**config.mk**
```make
export PLATFORM = sky130hd
export DESIGN_NAME = hall_speed_pi_drive_loop
export DESIGN_NICKNAME = d
export VERILOG_FILES = /design/src/rtl/core/hspd_pkg.sv /design/src/rtl/core/hall_speed_pi_drive_loop.sv /design/src/rtl/core/hspd_hall_sense.sv
export SDC_FILE = /design/constraint.sdc
export NUM_CORES = 1
export LEC_CHECK = 0
export ABC_AREA = 1
export BUFFER_PORTS_ARGS = -buffer_cell sky130_fd_sc_hd__buf_4
export CORE_MARGIN = 5
export CORE_UTILIZATION = 25
export CTS_CLUSTER_SIZE = 28
export DETAILED_ROUTE_END_ITERATION = 12
export SYNTH_ARGS = -nofsm -noshare
export SYNTH_HDL_FRONTEND = slang
export SYNTH_SLANG_ARGS = --single-unit
```
**constraint.sdc**
```tcl
create_clock -name clk -period 14.1 [get_ports clk]
set_input_delay 3.525 -clock clk [delete_from_list [all_inputs] [get_ports clk]]
set_output_delay 3.525 -clock clk [all_outputs]
set_load 0.005 [all_outputs]
```
**src/rtl/core/hspd_pkg.sv**
```systemverilog
// Shared types and constants for the hall speed PI drive loop.
// Holds the item structs, register indexes and datapath widths.
// No dependencies.
package hspd_pkg;

	localparam int COUNT_BITS = 10;
	localparam int ACC_BITS   = 48;

	// Multiplier operands: unsigned 16-bit gain by signed 18-bit error
	localparam int MULA_W  = 16;
	localparam int MULB_W  = 18;
	localparam int PROD_W  = MULA_W + 1 + MULB_W;
	localparam int DELTA_W = PROD_W + 1;
	localparam int SUM_W   = ((ACC_BITS > DELTA_W) ? ACC_BITS : DELTA_W) + 1;
	localparam int FRAC_W  = 16;
	localparam int MAG_W   = ACC_BITS - FRAC_W;

	localparam int CFG_IDX_W  = 3;
	localparam int CFG_DATA_W = 16;

	localparam logic [CFG_IDX_W-1:0] REG_ERROR_GAIN      = 3'd0;
	localparam logic [CFG_IDX_W-1:0] REG_PREV_ERROR_GAIN = 3'd1;
	localparam logic [CFG_IDX_W-1:0] REG_SPEED_SCALE     = 3'd2;
	localparam logic [CFG_IDX_W-1:0] REG_DUTY_LIMIT      = 3'd3;
	localparam logic [CFG_IDX_W-1:0] REG_KICK_THRESHOLD  = 3'd4;

	localparam logic [15:0] RST_ERROR_GAIN      = 16'd9911;
	localparam logic [15:0] RST_PREV_ERROR_GAIN = 16'd9677;
	localparam logic [9:0]  RST_SPEED_SCALE     = 10'd125;
	localparam logic [11:0] RST_DUTY_LIMIT      = 12'd750;
	localparam logic [11:0] RST_KICK_THRESHOLD  = 12'd550;

	localparam logic ACT_HALL_EDGE = 1'b0;
	localparam logic ACT_TICK      = 1'b1;

	localparam logic [1:0] HALL_LINE_A = 2'd0;

	localparam logic [2:0] HALL_CODE_REV_LO = 3'd1;
	localparam logic [2:0] HALL_CODE_REV_HI = 3'd6;
	localparam logic [2:0] HALL_CODE_FWD_LO = 3'd2;
	localparam logic [2:0] HALL_CODE_FWD_HI = 3'd5;

	typedef struct packed {
		logic               action;
		logic [1:0]         hall_line;
		logic [2:0]         hall_code;
		logic signed [15:0] setpoint;
	} in_item_t;

	typedef struct packed {
		logic signed [15:0] measured_speed;
		logic [11:0]        duty;
		logic               drive_direction;
		logic               kick_request;
	} out_item_t;

	typedef struct packed {
		logic       edge_en;
		logic       clear;
		logic [1:0] line;
		logic [2:0] code;
	} hall_ctl_t;

	typedef struct packed {
		logic [COUNT_BITS-1:0] pole_count;
		logic                  sense;
	} hall_stat_t;

endpackage

```
**src/rtl/core/hall_speed_pi_drive_loop.sv**
```systemverilog
// Top level of the hall speed PI drive loop: config registers, sequencer,
// shared multiplier datapath and output register. Uses hspd_pkg and
// hspd_hall_sense.
//
// channel | signals                      | moves
// --------+------------------------------+------------------------------
// in      | in_valid, in_ready, in_item  | hall edge or control tick
// out     | out_valid, out_ready, out_item | one result per control tick
// cfg     | cfg_valid, cfg_ready, cfg_index, cfg_data | register write
//
// A hall edge is counted as it is accepted and gives no result; in_ready is high
// whenever the sequencer is idle, also while a result waits.
// A control tick runs eight sequencer steps around one shared 17x18 multiplier;
// out_valid rises as the sequencer leaves its last step and in_ready returns on
// that same edge, so a tick holds the input until its result is registered.
// A tick whose result is ready holds in its last step until the output
// register is free. cfg_ready is always high.
// Reset clears the counter, sense, accumulator, previous error, direction
// and loads the register defaults.
module hall_speed_pi_drive_loop import hspd_pkg::*; (
	input  logic                  clk,
	input  logic                  arst_n,
	input  logic                  in_valid,
	output logic                  in_ready,
	input  in_item_t              in_item,
	output logic                  out_valid,
	input  logic                  out_ready,
	output out_item_t             out_item,
	input  logic                  cfg_valid,
	output logic                  cfg_ready,
	input  logic [CFG_IDX_W-1:0]  cfg_index,
	input  logic [CFG_DATA_W-1:0] cfg_data
);

	localparam logic [3:0] S_IDLE = 4'd0;
	localparam logic [3:0] S_SPD  = 4'd1;
	localparam logic [3:0] S_ERR  = 4'd2;
	localparam logic [3:0] S_MA   = 4'd3;
	localparam logic [3:0] S_MB   = 4'd4;
	localparam logic [3:0] S_SUB  = 4'd5;
	localparam logic [3:0] S_ACC  = 4'd6;
	localparam logic [3:0] S_MAG  = 4'd7;
	localparam logic [3:0] S_OUT  = 4'd8;

	logic [3:0] state_q;

	logic [15:0] error_gain_q;
	logic [15:0] prev_error_gain_q;
	logic [9:0]  speed_scale_q;
	logic [11:0] duty_limit_q;
	logic [11:0] kick_threshold_q;

	logic signed [MULB_W-1:0]   prev_err_q;
	logic signed [ACC_BITS-1:0] acc_q;
	logic                       dir_q;
	logic                       out_valid_q;
	out_item_t                  out_item_q;

	logic signed [15:0]         sp_q;
	logic signed [15:0]         speed_q;
	logic signed [MULB_W-1:0]   err_q;
	logic signed [PROD_W-1:0]   prod_q;
	logic signed [DELTA_W-1:0]  delta_q;
	logic [MAG_W-1:0]           mag_q;

	hall_ctl_t  hall_ctl;
	hall_stat_t hall_stat;

	logic in_fire;
	logic out_free;

	logic [MULA_W-1:0]        mul_a;
	logic signed [MULB_W-1:0] mul_b;
	logic signed [PROD_W-1:0] mul_p;

	logic [15:0]              spd_mag;
	logic signed [SUM_W-1:0]  acc_sum;
	logic signed [ACC_BITS-1:0] acc_next;
	logic [ACC_BITS-1:0]      acc_abs;
	logic [11:0]              clamped;

	assign in_ready  = (state_q == S_IDLE);
	assign in_fire   = in_valid && in_ready;
	assign out_free  = !out_valid_q || out_ready;
	assign cfg_ready = 1'b1;
	assign out_valid = out_valid_q;
	assign out_item  = out_item_q;

	assign hall_ctl.edge_en = in_fire && (in_item.action == ACT_HALL_EDGE);
	assign hall_ctl.clear   = (state_q == S_SPD);
	assign hall_ctl.line    = in_item.hall_line;
	assign hall_ctl.code    = in_item.hall_code;

	hspd_hall_sense u_hall (
		.clk    (clk),
		.arst_n (arst_n),
		.ctl    (hall_ctl),
		.stat   (hall_stat)
	);

	// Shared multiplier: count*scale, then the two PI products
	always_comb begin
		case (state_q)
			S_SPD: begin
				mul_a = MULA_W'(speed_scale_q);
				mul_b = $signed(MULB_W'(hall_stat.pole_count));
			end
			S_MA: begin
				mul_a = error_gain_q;
				mul_b = err_q;
			end
			S_MB: begin
				mul_a = prev_error_gain_q;
				mul_b = prev_err_q;
			end
			default: begin
				mul_a = '0;
				mul_b = '0;
			end
		endcase
	end

	assign mul_p = $signed({1'b0, mul_a}) * mul_b;

	// halve the count product and saturate to the positive 16-bit range
	assign spd_mag = (|mul_p[PROD_W-1:16]) ? 16'h7FFF : {1'b0, mul_p[15:1]};

	// saturating accumulate: out of range when the top bits disagree
	assign acc_sum = SUM_W'(acc_q) + SUM_W'(delta_q);
	always_comb begin
		if ((&acc_sum[SUM_W-1:ACC_BITS-1]) || !(|acc_sum[SUM_W-1:ACC_BITS-1])) begin
			acc_next = acc_sum[ACC_BITS-1:0];
		end else if (acc_sum[SUM_W-1]) begin
			acc_next = {1'b1, {(ACC_BITS-1){1'b0}}};
		end else begin
			acc_next = {1'b0, {(ACC_BITS-1){1'b1}}};
		end
	end

	assign acc_abs = acc_q[ACC_BITS-1] ? (ACC_BITS'(0) - ACC_BITS'(acc_q)) : ACC_BITS'(acc_q);
	assign clamped = (mag_q > MAG_W'(duty_limit_q)) ? duty_limit_q : mag_q[11:0];

	always_ff @(posedge clk or negedge arst_n) begin
		if (!arst_n) begin
			error_gain_q      <= RST_ERROR_GAIN;
			prev_error_gain_q <= RST_PREV_ERROR_GAIN;
			speed_scale_q     <= RST_SPEED_SCALE;
			duty_limit_q      <= RST_DUTY_LIMIT;
			kick_threshold_q  <= RST_KICK_THRESHOLD;
		end else if (cfg_valid && cfg_ready) begin
			case (cfg_index)
				REG_ERROR_GAIN:      error_gain_q      <= cfg_data;
				REG_PREV_ERROR_GAIN: prev_error_gain_q <= cfg_data;
				REG_SPEED_SCALE:     speed_scale_q     <= cfg_data[9:0];
				REG_DUTY_LIMIT:      duty_limit_q      <= cfg_data[11:0];
				REG_KICK_THRESHOLD:  kick_threshold_q  <= cfg_data[11:0];
				default: ;
			endcase
		end
	end

	always_ff @(posedge clk or negedge arst_n) begin
		if (!arst_n) begin
			state_q     <= S_IDLE;
			prev_err_q  <= '0;
			acc_q       <= '0;
			dir_q       <= 1'b0;
			out_valid_q <= 1'b0;
		end else begin
			if ((state_q == S_OUT) && out_free) begin
				out_valid_q <= 1'b1;
			end else if (out_valid_q && out_ready) begin
				out_valid_q <= 1'b0;
			end
			case (state_q)
				S_IDLE: begin
					if (in_fire && (in_item.action == ACT_TICK)) begin
						state_q <= S_SPD;
					end
				end
				S_SPD: state_q <= S_ERR;
				S_ERR: state_q <= S_MA;
				S_MA:  state_q <= S_MB;
				S_MB: begin
					prev_err_q <= err_q;
					state_q    <= S_SUB;
				end
				S_SUB: state_q <= S_ACC;
				S_ACC: begin
					acc_q   <= acc_next;
					state_q <= S_MAG;
				end
				S_MAG: begin
					// zero drive holds the last direction
					if (acc_q != '0) begin
						dir_q <= !acc_q[ACC_BITS-1];
					end
					state_q <= S_OUT;
				end
				S_OUT: begin
					if (out_free) begin
						state_q <= S_IDLE;
					end
				end
				default: state_q <= S_IDLE;
			endcase
		end
	end

	always_ff @(posedge clk) begin
		if (in_fire) begin
			sp_q <= in_item.setpoint;
		end
		case (state_q)
			S_SPD: speed_q <= hall_stat.sense ? $signed(spd_mag) : -$signed(spd_mag);
			S_ERR: err_q   <= MULB_W'(sp_q) - MULB_W'(speed_q);
			S_MA:  prod_q  <= mul_p;
			S_MB: begin
				delta_q <= DELTA_W'(prod_q);
				prod_q  <= mul_p;
			end
			S_SUB: delta_q <= delta_q - DELTA_W'(prod_q);
			S_MAG: mag_q   <= acc_abs[ACC_BITS-1:FRAC_W];
			S_OUT: begin
				if (out_free) begin
					out_item_q.measured_speed  <= speed_q;
					out_item_q.duty            <= duty_limit_q - clamped;
					out_item_q.drive_direction <= dir_q;
					out_item_q.kick_request    <= (clamped >= kick_threshold_q) &&
					                              (speed_q == '0);
				end
			end
			default: ;
		endcase
	end

	a_tick_starts: assert property (@(posedge clk) disable iff (!arst_n)
		in_fire && (in_item.action == ACT_TICK) |=> state_q == S_SPD)
		else $error("tick item did not start the sequencer");

	a_edge_stays_idle: assert property (@(posedge clk) disable iff (!arst_n)
		in_fire && (in_item.action == ACT_HALL_EDGE) |=> state_q == S_IDLE)
		else $error("hall edge item left the idle state");

	a_count_cleared: assert property (@(posedge clk) disable iff (!arst_n)
		state_q == S_SPD |=> hall_stat.pole_count == '0)
		else $error("pole count not cleared by tick");

	a_result_from_seq: assert property (@(posedge clk) disable iff (!arst_n)
		$rose(out_valid_q) |-> $past(state_q) == S_OUT)
		else $error("result raised outside the final step");

	a_kick_needs_stall: assert property (@(posedge clk) disable iff (!arst_n)
		$rose(out_valid_q) |-> !out_item_q.kick_request || (out_item_q.measured_speed == '0))
		else $error("kick raised with a moving rotor");

endmodule

```
**src/rtl/core/hspd_hall_sense.sv**
```systemverilog
// Saturating pole counter and rotation sense latch.
// Driven by the sequencer in the top level; uses hspd_pkg.
module hspd_hall_sense import hspd_pkg::*; (
	input  logic       clk,
	input  logic       arst_n,
	input  hall_ctl_t  ctl,
	output hall_stat_t stat
);

	logic [COUNT_BITS-1:0] pole_count_q;
	logic                  sense_q;

	always_ff @(posedge clk or negedge arst_n) begin
		if (!arst_n) begin
			pole_count_q <= '0;
			sense_q      <= 1'b0;
		end else begin
			if (ctl.clear) begin
				pole_count_q <= '0;
			end else if (ctl.edge_en && (pole_count_q != {COUNT_BITS{1'b1}})) begin
				pole_count_q <= pole_count_q + COUNT_BITS'(1);
			end
			// only line A carries the sense; other codes hold it
			if (ctl.edge_en && (ctl.line == HALL_LINE_A)) begin
				if ((ctl.code == HALL_CODE_REV_LO) || (ctl.code == HALL_CODE_REV_HI)) begin
					sense_q <= 1'b0;
				end else if ((ctl.code == HALL_CODE_FWD_LO) ||
				             (ctl.code == HALL_CODE_FWD_HI)) begin
					sense_q <= 1'b1;
				end
			end
		end
	end

	assign stat.pole_count = pole_count_q;
	assign stat.sense      = sense_q;

endmodule
```
==> run summary, run 1 <==
The run finished with clean final reports. The via count of the first global-routing pass was 25700. The buffer count from post-CTS setup fixing is 0. The largest net degree at the start of global routing is 63. The cell area after placement came out at 0.0347 mm².

Following the worst setup path forward leads to its endpoint at speed_q[8]$_DFFE_PN_. The buffer and inverter count on the worst path came out at 12. The count of final max-slew check failures came out at 0.

The count of distinct cell types in the synthesized netlist came out at 56. The peak supply drop came out at 0.138 mV. For this run, asynchronously set or reset flops after synthesis account for 0.448. The most critical setup path has its startpoint at state_q[0]$_DFFE_PN0P_. Buffers placed on the I/O ports in this run total 77. The die covers 0.135 mm². The average size of a mapped cell came out at 7.96 µm².

The final period utilization is 0.703. The synthesized design spends more area on one cell type than any other, namely sky130_fd_sc_hd__fa_1. The slowest stage of the critical path is the sky130_fd_sc_hd__clkinv_1 cell. The initial core utilization came out at 0.251. After routing, the total negative slack on setup checks comes to 0 ns. The total of warnings raised by yosys came out at 0.

The placement row count came out at 131. For this run, the leading register cell type out of synthesis is sky130_fd_sc_hd__edfxtp_1. The transition time at the pin with the least slew margin came out at 1.15 ns. The max-cap check violation count is 0. The worst register-to-register path has a setup slack of 4.19 ns.

Of all nets on the critical path, the largest fanout is 19. The worst hold path class is reg -> reg. The number of H-tree levels is 2. The post-synthesis instance area came out at 0.0320 mm². In the global route stage, overall resource usage came out at 0.124. Once the clock tree was built, the resizer swapped 0 gates to a different size. In this run the count of I/O pins placed on the die edge is 79. In this run the horizontal extent of the chip is 368 µm. The critical path depth in cells came out at 42. The highest clock frequency the design can meet is 0.101 GHz. The worst-case headroom to the max-slew limit came out at 0.229. The chip height came out at 368 µm.

The met2 wirelength from detailed routing is 38.6 mm. The number of antenna-violating nets in the routed design came out at 0. The portion of synthesized cell area occupied by the leading cell type came out at 0.180. The multi-input combinational cells in the finished layout cover a total of 0.0190 mm². The synthesized instance count came out at 4021. Once layout is complete, the cells apart from fillers number 5783. After detailed routing, the met3 layer carries 4.62 mm of wire.

The final RePlAce weighted congestion is 0.885. In this run, post-CTS hold repair placed 0 buffers. The highest routing layer actually used is met4.

The number of hold-slack violations in the final timing report is 0. The critical path is of the reg -> reg type. The largest delay contributor family on the critical path is adder cells.

Counting the buffers created by CTS gives 37. The number of filler instances in the final layout is 13600. Dividing total power by cell area gives a power density of 219 mW/mm². The total iterations of the first detailed-routing run came out at 6. The register area came out at 0.00921 mm². The wire-length estimate of the detail-placed layout is 67.6 mm. STA classifies the critical path startpoint as a flip-flop. Hold is met by 0.458 ns. After detailed routing, the average wire length per cell comes to 14.5 µm. The start of the worst register-to-register path is state_q[0]$_DFFE_PN0P_. The initial antenna violation count came out at 0. The number of design rule violations left after detail routing came out at 0. The number of cells after detailed placement is 5715. For this block, wires on met1 add up to 38.2 mm. After clock tree synthesis, the clock-pin slew on the worst setup and hold paths is 0.06 ns. Clock skew on the completed layout was measured at 0.0192 ns. The data arrival time of the critical path came out at 10.22 ns. The worst setup path is captured at a flip-flop. The critical path's largest stage delay is 0.61 ns.

Of the cells placed in the final design, the portion with a size suffix greater than 1 is 0.0733. The final count of negative-setup-slack endpoints is 0. The via density per instance is 4.44.

In this run, synthesis produced a sequential element count of 330. The starting DRC count in detailed routing is 1920. The first global-routing pass estimated 137 mm of wire. The synthesized design contains 182 enable-type register cells.

The share of the yosys chip area belonging to registers is 0.288. The shortest clock period the worst path allows after layout came out at 9.91 ns. By area the synthesized netlist is led by sky130_fd_sc_hd__fa_1 18%, sky130_fd_sc_hd__edfxtp_1 17%, sky130_fd_sc_hd__nand2_1 12%, sky130_fd_sc_hd__inv_1 11%, sky130_fd_sc_hd__dfrtp_1 8.9%.

The total number of vias is 25700. The endpoint identified for the worst register-to-register timing path is speed_q[8]$_DFFE_PN_. The number of cells on the worst reg-to-reg path is 42. The endpoint required time on the critical path is 14.41 ns. The clock passes through at most 3 buffers. The total congestion overflow is 0.

The number of antenna diodes in the final layout is 0. The final instance area is 0.0359 mm². The area growth from synthesis to layout came out at 12.1%. TritonCTS built the clock tree. After the last flow step, the layout net total stands at 4649. The net count of the mapped netlist is 4578.

Sorting the synthesized cells by how often they occur yields 983 x sky130_fd_sc_hd__nand2_1, 907 x sky130_fd_sc_hd__inv_1, 287 x sky130_fd_sc_hd__fa_1. The leakage power total came out at 18.2 nW. The clock tree root buffer cell is sky130_fd_sc_hd__clkbuf_16.

The number of sinks on the clock net came out at 330. Yosys instantiated no cell more often than sky130_fd_sc_hd__nand2_1. The clock reaches the later pin of the worst-skew pair after 0.56 ns.

The total detailed-routing wirelength is 84.0 mm. The core area is 0.127 mm². Setup repair after global routing left no endpoint under its margin. Counting stages on the worst path, the most repeated cell is sky130_fd_sc_hd__nand2_1.
[sequential cells by signal (all words and copies together), names as in the netlist, 16 cells and up]
register / cells
acc_q: 48
delta_q: 36
prod_q: 35
mag_q: 32
out_item: 30
err_q: 17
prev_err_q: 17
error_gain_q: 16
prev_error_gain_q: 16
sp_q: 16
speed_q: 16
[worst register-to-register path, delay by kind of cell (launching register included)]
kind,cells,cell delay [ns]
xor gates and xnor gates,1,0.18
buffers and inverters,12,2.34
AOI/OAI and AO/OA,1,0.33
DFF,1,0.45
and+or+nand+nor,20,2.74
adders and majority gates,8,3.67
[cells by family (layout without fill, tap and decap cells)]
family / count (synthesis) / after routing / synth area share
compound gates: 544 / 544 / 0.0935
other cells: 1 / 1 / 0.000117
xor+xnor: 142 / 142 / 0.0389
simple gates: 1472 / 1472 / 0.191
flops: 330 / 330 / 0.288
fa+ha+maj: 511 / 511 / 0.267
buf+inv: 1021 / 1121 / 0.121
[layout make-up]
type | instances | area share
Sequential cell | 330 | 0.257
Inverter | 931 | 0.0974
Clock buffer | 50 | 0.0280
Multi-Input combinational cell | 2670 | 0.529
Timing Repair Buffer | 122 | 0.0256
Clock inverter | 18 | 0.00544
Tap cell | 1662 | 0.0580
[how the worst min path moves through the flow]
stage          depth (start not counted)  slack (ns)                     end                       from
2_1_floorplan                          0        0.43   out_item[1]$_DFFE_PP_          dir_q$_DFFE_PN0P_
3_3_place_gp                           0        0.44  out_item[29]$_DFFE_PP_  speed_q[15]$_SDFFCE_PP0N_
3_5_place_dp                           0        0.44  out_item[29]$_DFFE_PP_  speed_q[15]$_SDFFCE_PP0N_
4_1_cts                                0        0.46  out_item[29]$_DFFE_PP_  speed_q[15]$_SDFFCE_PP0N_
5_1_grt                                0        0.46  out_item[29]$_DFFE_PP_  speed_q[15]$_SDFFCE_PP0N_
6_report                               0        0.46  out_item[29]$_DFFE_PP_  speed_q[15]$_SDFFCE_PP0N_
[routing by layer]
| metal | vias to the layer above | track usage |
|---|---|---|
| met4 | 0 | 0.0369 |
| met2 | 653 | 0.205 |
| met1 | 12300 | 0.167 |
| met3 | 122 | 0.0180 |
| met5 | - | 0 |
| li1 | 12600 | - |
[power by group]
group | leakage, nW | internal, W | switching [W]
clock network | 0.589 | 0.000562 | 0.000409
registers | 3.42 | 0.00155 | 0.000295
logic | 14.2 | 0.00172 | 0.00333
total | 18.2 | 0.00383 | 0.00404
[stage by stage]
| step | util | worst slack (ns) | total power (W) |
|---|---|---|---|
| after floorplan | - | 5.42 | 0.00546 |
| after CTS | 0.282 | 4.15 | 0.00791 |
| after global placement | 0.272 | 4.29 | 0.00685 |
| after detailed placement | 0.272 | 4.21 | 0.00689 |
| final | 0.282 | 4.19 | 0.00787 |
| after global routing | 0.282 | 3.34 | 0.00863 |
[cell usage in the layout (no fill, tap or decap), types with 59 or more instances in the layout]
cell                       netlist  layout
sky130_fd_sc_hd__buf_4           9     121
sky130_fd_sc_hd__nand3_1       109     109
sky130_fd_sc_hd__a21oi_1       207     207
sky130_fd_sc_hd__xnor2_1        59      59
sky130_fd_sc_hd__nand2_1       983     983
sky130_fd_sc_hd__o21ai_0       222     222
sky130_fd_sc_hd__xor2_1         83      83
sky130_fd_sc_hd__edfxtp_1      182     182
sky130_fd_sc_hd__inv_1         907     907
sky130_fd_sc_hd__fa_1          287     287
sky130_fd_sc_hd__dfrtp_1       114     114
sky130_fd_sc_hd__ha_1          224     224
sky130_fd_sc_hd__nor2_1        231     225
(Power assumes the default switching activity.)
==> run 2, diff against run 1 <==
clock period = 10.2 ns   (was 14.1 ns; I/O delays follow)
==> run summary, run 2 (synthesis results as in run 1) <==
The post-cts gate resize count is 0 (unchanged). The highest routing layer actually used is met4 (unchanged). The worst-skew pair later-pin latency came to 0.57 ns (was 0.56 ns). The start of the worst register-to-register path was state_q[3]$_DFFE_PN0P_ (was state_q[0]$_DFFE_PN0P_). The total die area is 0.135 mm² (unchanged). The via count of the first global-routing pass is 25900 (was 25700). The transition time at the pin with the least slew margin was 1.15 ns (about the same). The number of top-level design ports came out at 79 (unchanged). The number of H-tree levels is 2 (unchanged). The number of sinks on the clock net is 330 (unchanged). The count of input and output buffers was 77 (unchanged). The shortest clock period the worst path allows after layout is 9.36 ns (was 9.91 ns). The count of cells along the worst hold path came out at 0 (unchanged). The largest net degree at the start of global routing came out at 101 (was 63). The most common cell after layout, fill and taps aside is sky130_fd_sc_hd__nand2_1 (unchanged).

The met2 wirelength from detailed routing was 39.5 mm (was 38.6 mm). The number of antenna-violating nets in the routed design is 0 (unchanged). The buffer count from post-CTS setup fixing is 0 (unchanged). The depth of the worst register-to-register path came to 44 (was 42).

The top register by number of flip-flops was acc_q (unchanged). The starting DRC count in detailed routing is 1645 (was 1920). The power per unit of standard cell area came out at 304 mW/mm² (was 219 mW/mm²). The routed length on met3 came out at 4.46 mm (was 4.62 mm). The HPWL reported at the end of detailed placement is 68.7 mm (was 67.6 mm). The leakage power total is 18.2 nW (about the same). The initial core utilization was 0.251 (unchanged). The clock tree root buffer cell was sky130_fd_sc_hd__clkbuf_16 (unchanged). The total of hold buffers inserted after clock tree synthesis came out at 0 (unchanged). The initial antenna violation count is 0 (unchanged). The total congestion overflow is 0 (unchanged). The wire length on met1 came out at 38.9 mm (was 38.2 mm).

The start point of the worst min-delay path is speed_q[14]$_DFFE_PN_ (was speed_q[15]$_SDFFCE_PP0N_). The global-route wire length before repair came out at 139 mm (was 137 mm). The global-route total usage across every layer is 0.125 (was 0.124). The maximum buffer depth of the clock tree came out at 3 (unchanged). The number of hold-slack violations in the final timing report came out at 0 (unchanged).

The peak supply drop came to 0.208 mV (was 0.138 mV). The total number of vias is 25700 (about the same). The final RePlAce weighted congestion came out at 0.912 (was 0.885).

The setup TNS came out at 0 ns (unchanged). The endpoint required time on the critical path is 10.51 ns (was 14.41 ns). The kind of launch point of the worst setup path is a flip-flop (unchanged).

The highest clock frequency the design can meet came out at 0.107 GHz (was 0.101 GHz). The type of the worst setup path was reg -> reg (unchanged). Commonest cells after routing, fill and taps aside: 983 x sky130_fd_sc_hd__nand2_1, 907 x sky130_fd_sc_hd__inv_1, 287 x sky130_fd_sc_hd__fa_1 (unchanged). The critical-path cell with the highest stage delay was sky130_fd_sc_hd__a22o_1 (was sky130_fd_sc_hd__clkinv_1).

The chip height came out at 368 µm (unchanged). The final count of negative-setup-slack endpoints is 0 (unchanged). Run status: finished clean (unchanged).

The die span in x came out at 368 µm (unchanged). The worst-case register-to-register setup slack came out at 0.84 ns (was 4.19 ns). The setup clock skew after layout came to 0.0282 ns (was 0.0192 ns). The total CTS buffers came out at 37 (unchanged).

The area growth from synthesis to layout came out at 12.4% (was 12.1%). Registers with the most flip-flops: acc_q: 48 flops, delta_q: 36 flops, prod_q: 35 flops (unchanged). The via density per instance is 4.43 (was 4.44). The max-cap check violation count was 0 (unchanged). The total detailed-routing wirelength came out at 85.1 mm (was 84.0 mm). The number of filler instances in the final layout is 13600 (about the same). The most frequent cell on the critical path is sky130_fd_sc_hd__inv_1 (was sky130_fd_sc_hd__nand2_1). The endpoint of the lowest-slack register-to-register path is speed_q[14]$_DFFE_PN_ (was speed_q[8]$_DFFE_PN_). The clock slew at the register clock pins of the worst setup and hold paths came to 0.07 ns (was 0.06 ns).

The number of diodes added for antenna fixing is 0 (unchanged). The endpoint of the worst hold path is out_item[28]$_DFFE_PP_ (was out_item[29]$_DFFE_PP_). The maximum net fanout on the critical path came out at 22 (was 19). The critical path's largest stage delay is 0.56 ns (was 0.61 ns).

The worst-case headroom to the max-slew limit came out at 0.230 (was 0.229). The number of design rule violations left after detail routing was 0 (unchanged). The TritonCTS clock tree is yes (unchanged).

The count of final max-slew check failures was 0 (unchanged). The flip-flop count of the largest register, all copies and words added came to 48 (unchanged). The capturing element type of the critical path is a flip-flop (unchanged). The total iterations of the first detailed-routing run came out at 6 (unchanged). The final period utilization was 0.918 (was 0.703). The share of final-layout standard cells stronger than drive strength 1 came out at 0.0747 (was 0.0733). The worst hold path class was reg -> reg (unchanged). The core area is 0.127 mm² (unchanged). The overall power after layout is 0.0109 W (was 0.00787 W). The data arrival time of the critical path came to 9.67 ns (was 10.22 ns). RSZ-0062 raised after global routing: no (unchanged). The placement row count came out at 131 (unchanged). The post-layout net count was 4663 (was 4649). The average detailed-routed wire length per instance is 14.7 µm (was 14.5 µm).
-- run 2: worst max path at each step --
| stage | depth (start not counted) | start | end | slack [ns] |
|---|---|---|---|---|
| 6_report | 44 | state_q[3]$_DFFE_PN0P_ | speed_q[14]$_DFFE_PN_ | 0.84 |
| 5_1_grt | 42 | state_q[3]$_DFFE_PN0P_ | speed_q[8]$_DFFE_PN_ | 0.19 |
| 3_3_place_gp | 41 | state_q[3]$_DFFE_PN0P_ | speed_q[12]$_DFFE_PN_ | 1.07 |
| 2_1_floorplan | 44 | state_q[3]$_DFFE_PN0P_ | speed_q[8]$_DFFE_PN_ | 1.52 |
| 3_5_place_dp | 41 | state_q[3]$_DFFE_PN0P_ | speed_q[10]$_DFFE_PN_ | 0.94 |
| 4_1_cts | 41 | state_q[3]$_DFFE_PN0P_ | speed_q[10]$_DFFE_PN_ | 0.88 |
-- run 2: through the flow --
stage	std cells	setup slack, ns	util	instance area, µm²	hold WS, ns
final	5797	0.841	0.282	36000	0.474
after CTS	5797	0.882	0.282	36000	0.459
after detailed placement	5729	0.939	0.273	34800	0.463
after global routing	5797	0.186	0.282	36000	0.485
after floorplan	4021	1.52	-	32000	0.425
after global placement	5729	1.07	0.273	34800	0.447
-- run 2: cell type report --
class | count | area, µm² | share of cell area
clock inverter | 17 | 200 | 0.00557
tap | 1662 | 2080 | 0.0578
inverter | 931 | 3490 | 0.0972
multi-input combinational | 2670 | 18900 | 0.527
timing repair buffer | 136 | 1020 | 0.0285
sequential | 330 | 9210 | 0.256
clock buffer | 51 | 1010 | 0.0281
-- run 2: power by group --
group	internal, W	total [W]	switching (W)
clock	0.000781	0.00137	0.000588
sequential	0.00215	0.00256	0.000412
combinational	0.00240	0.00699	0.00459
total	0.00532	0.0109	0.00559
-- run 2: routing by layer --
layer	vias up	GRT usage
met2	606	0.211
met1	12300	0.170
li1	12600	-
met5	-	0
met3	113	0.0169
met4	0	0.0319
-- run 2: critical path, delay by kind of cell, from the launching register on --
| kind | cells | cell delay, ns |
|---|---|---|
| flip-flops | 1 | 0.43 |
| adder cells (fa/ha/maj) | 8 | 3.67 |
| AND/OR/NAND/NOR | 22 | 2.92 |
| buffers and inverters | 13 | 1.50 |
| AO/OA/AOI/OAI | 1 | 0.56 |
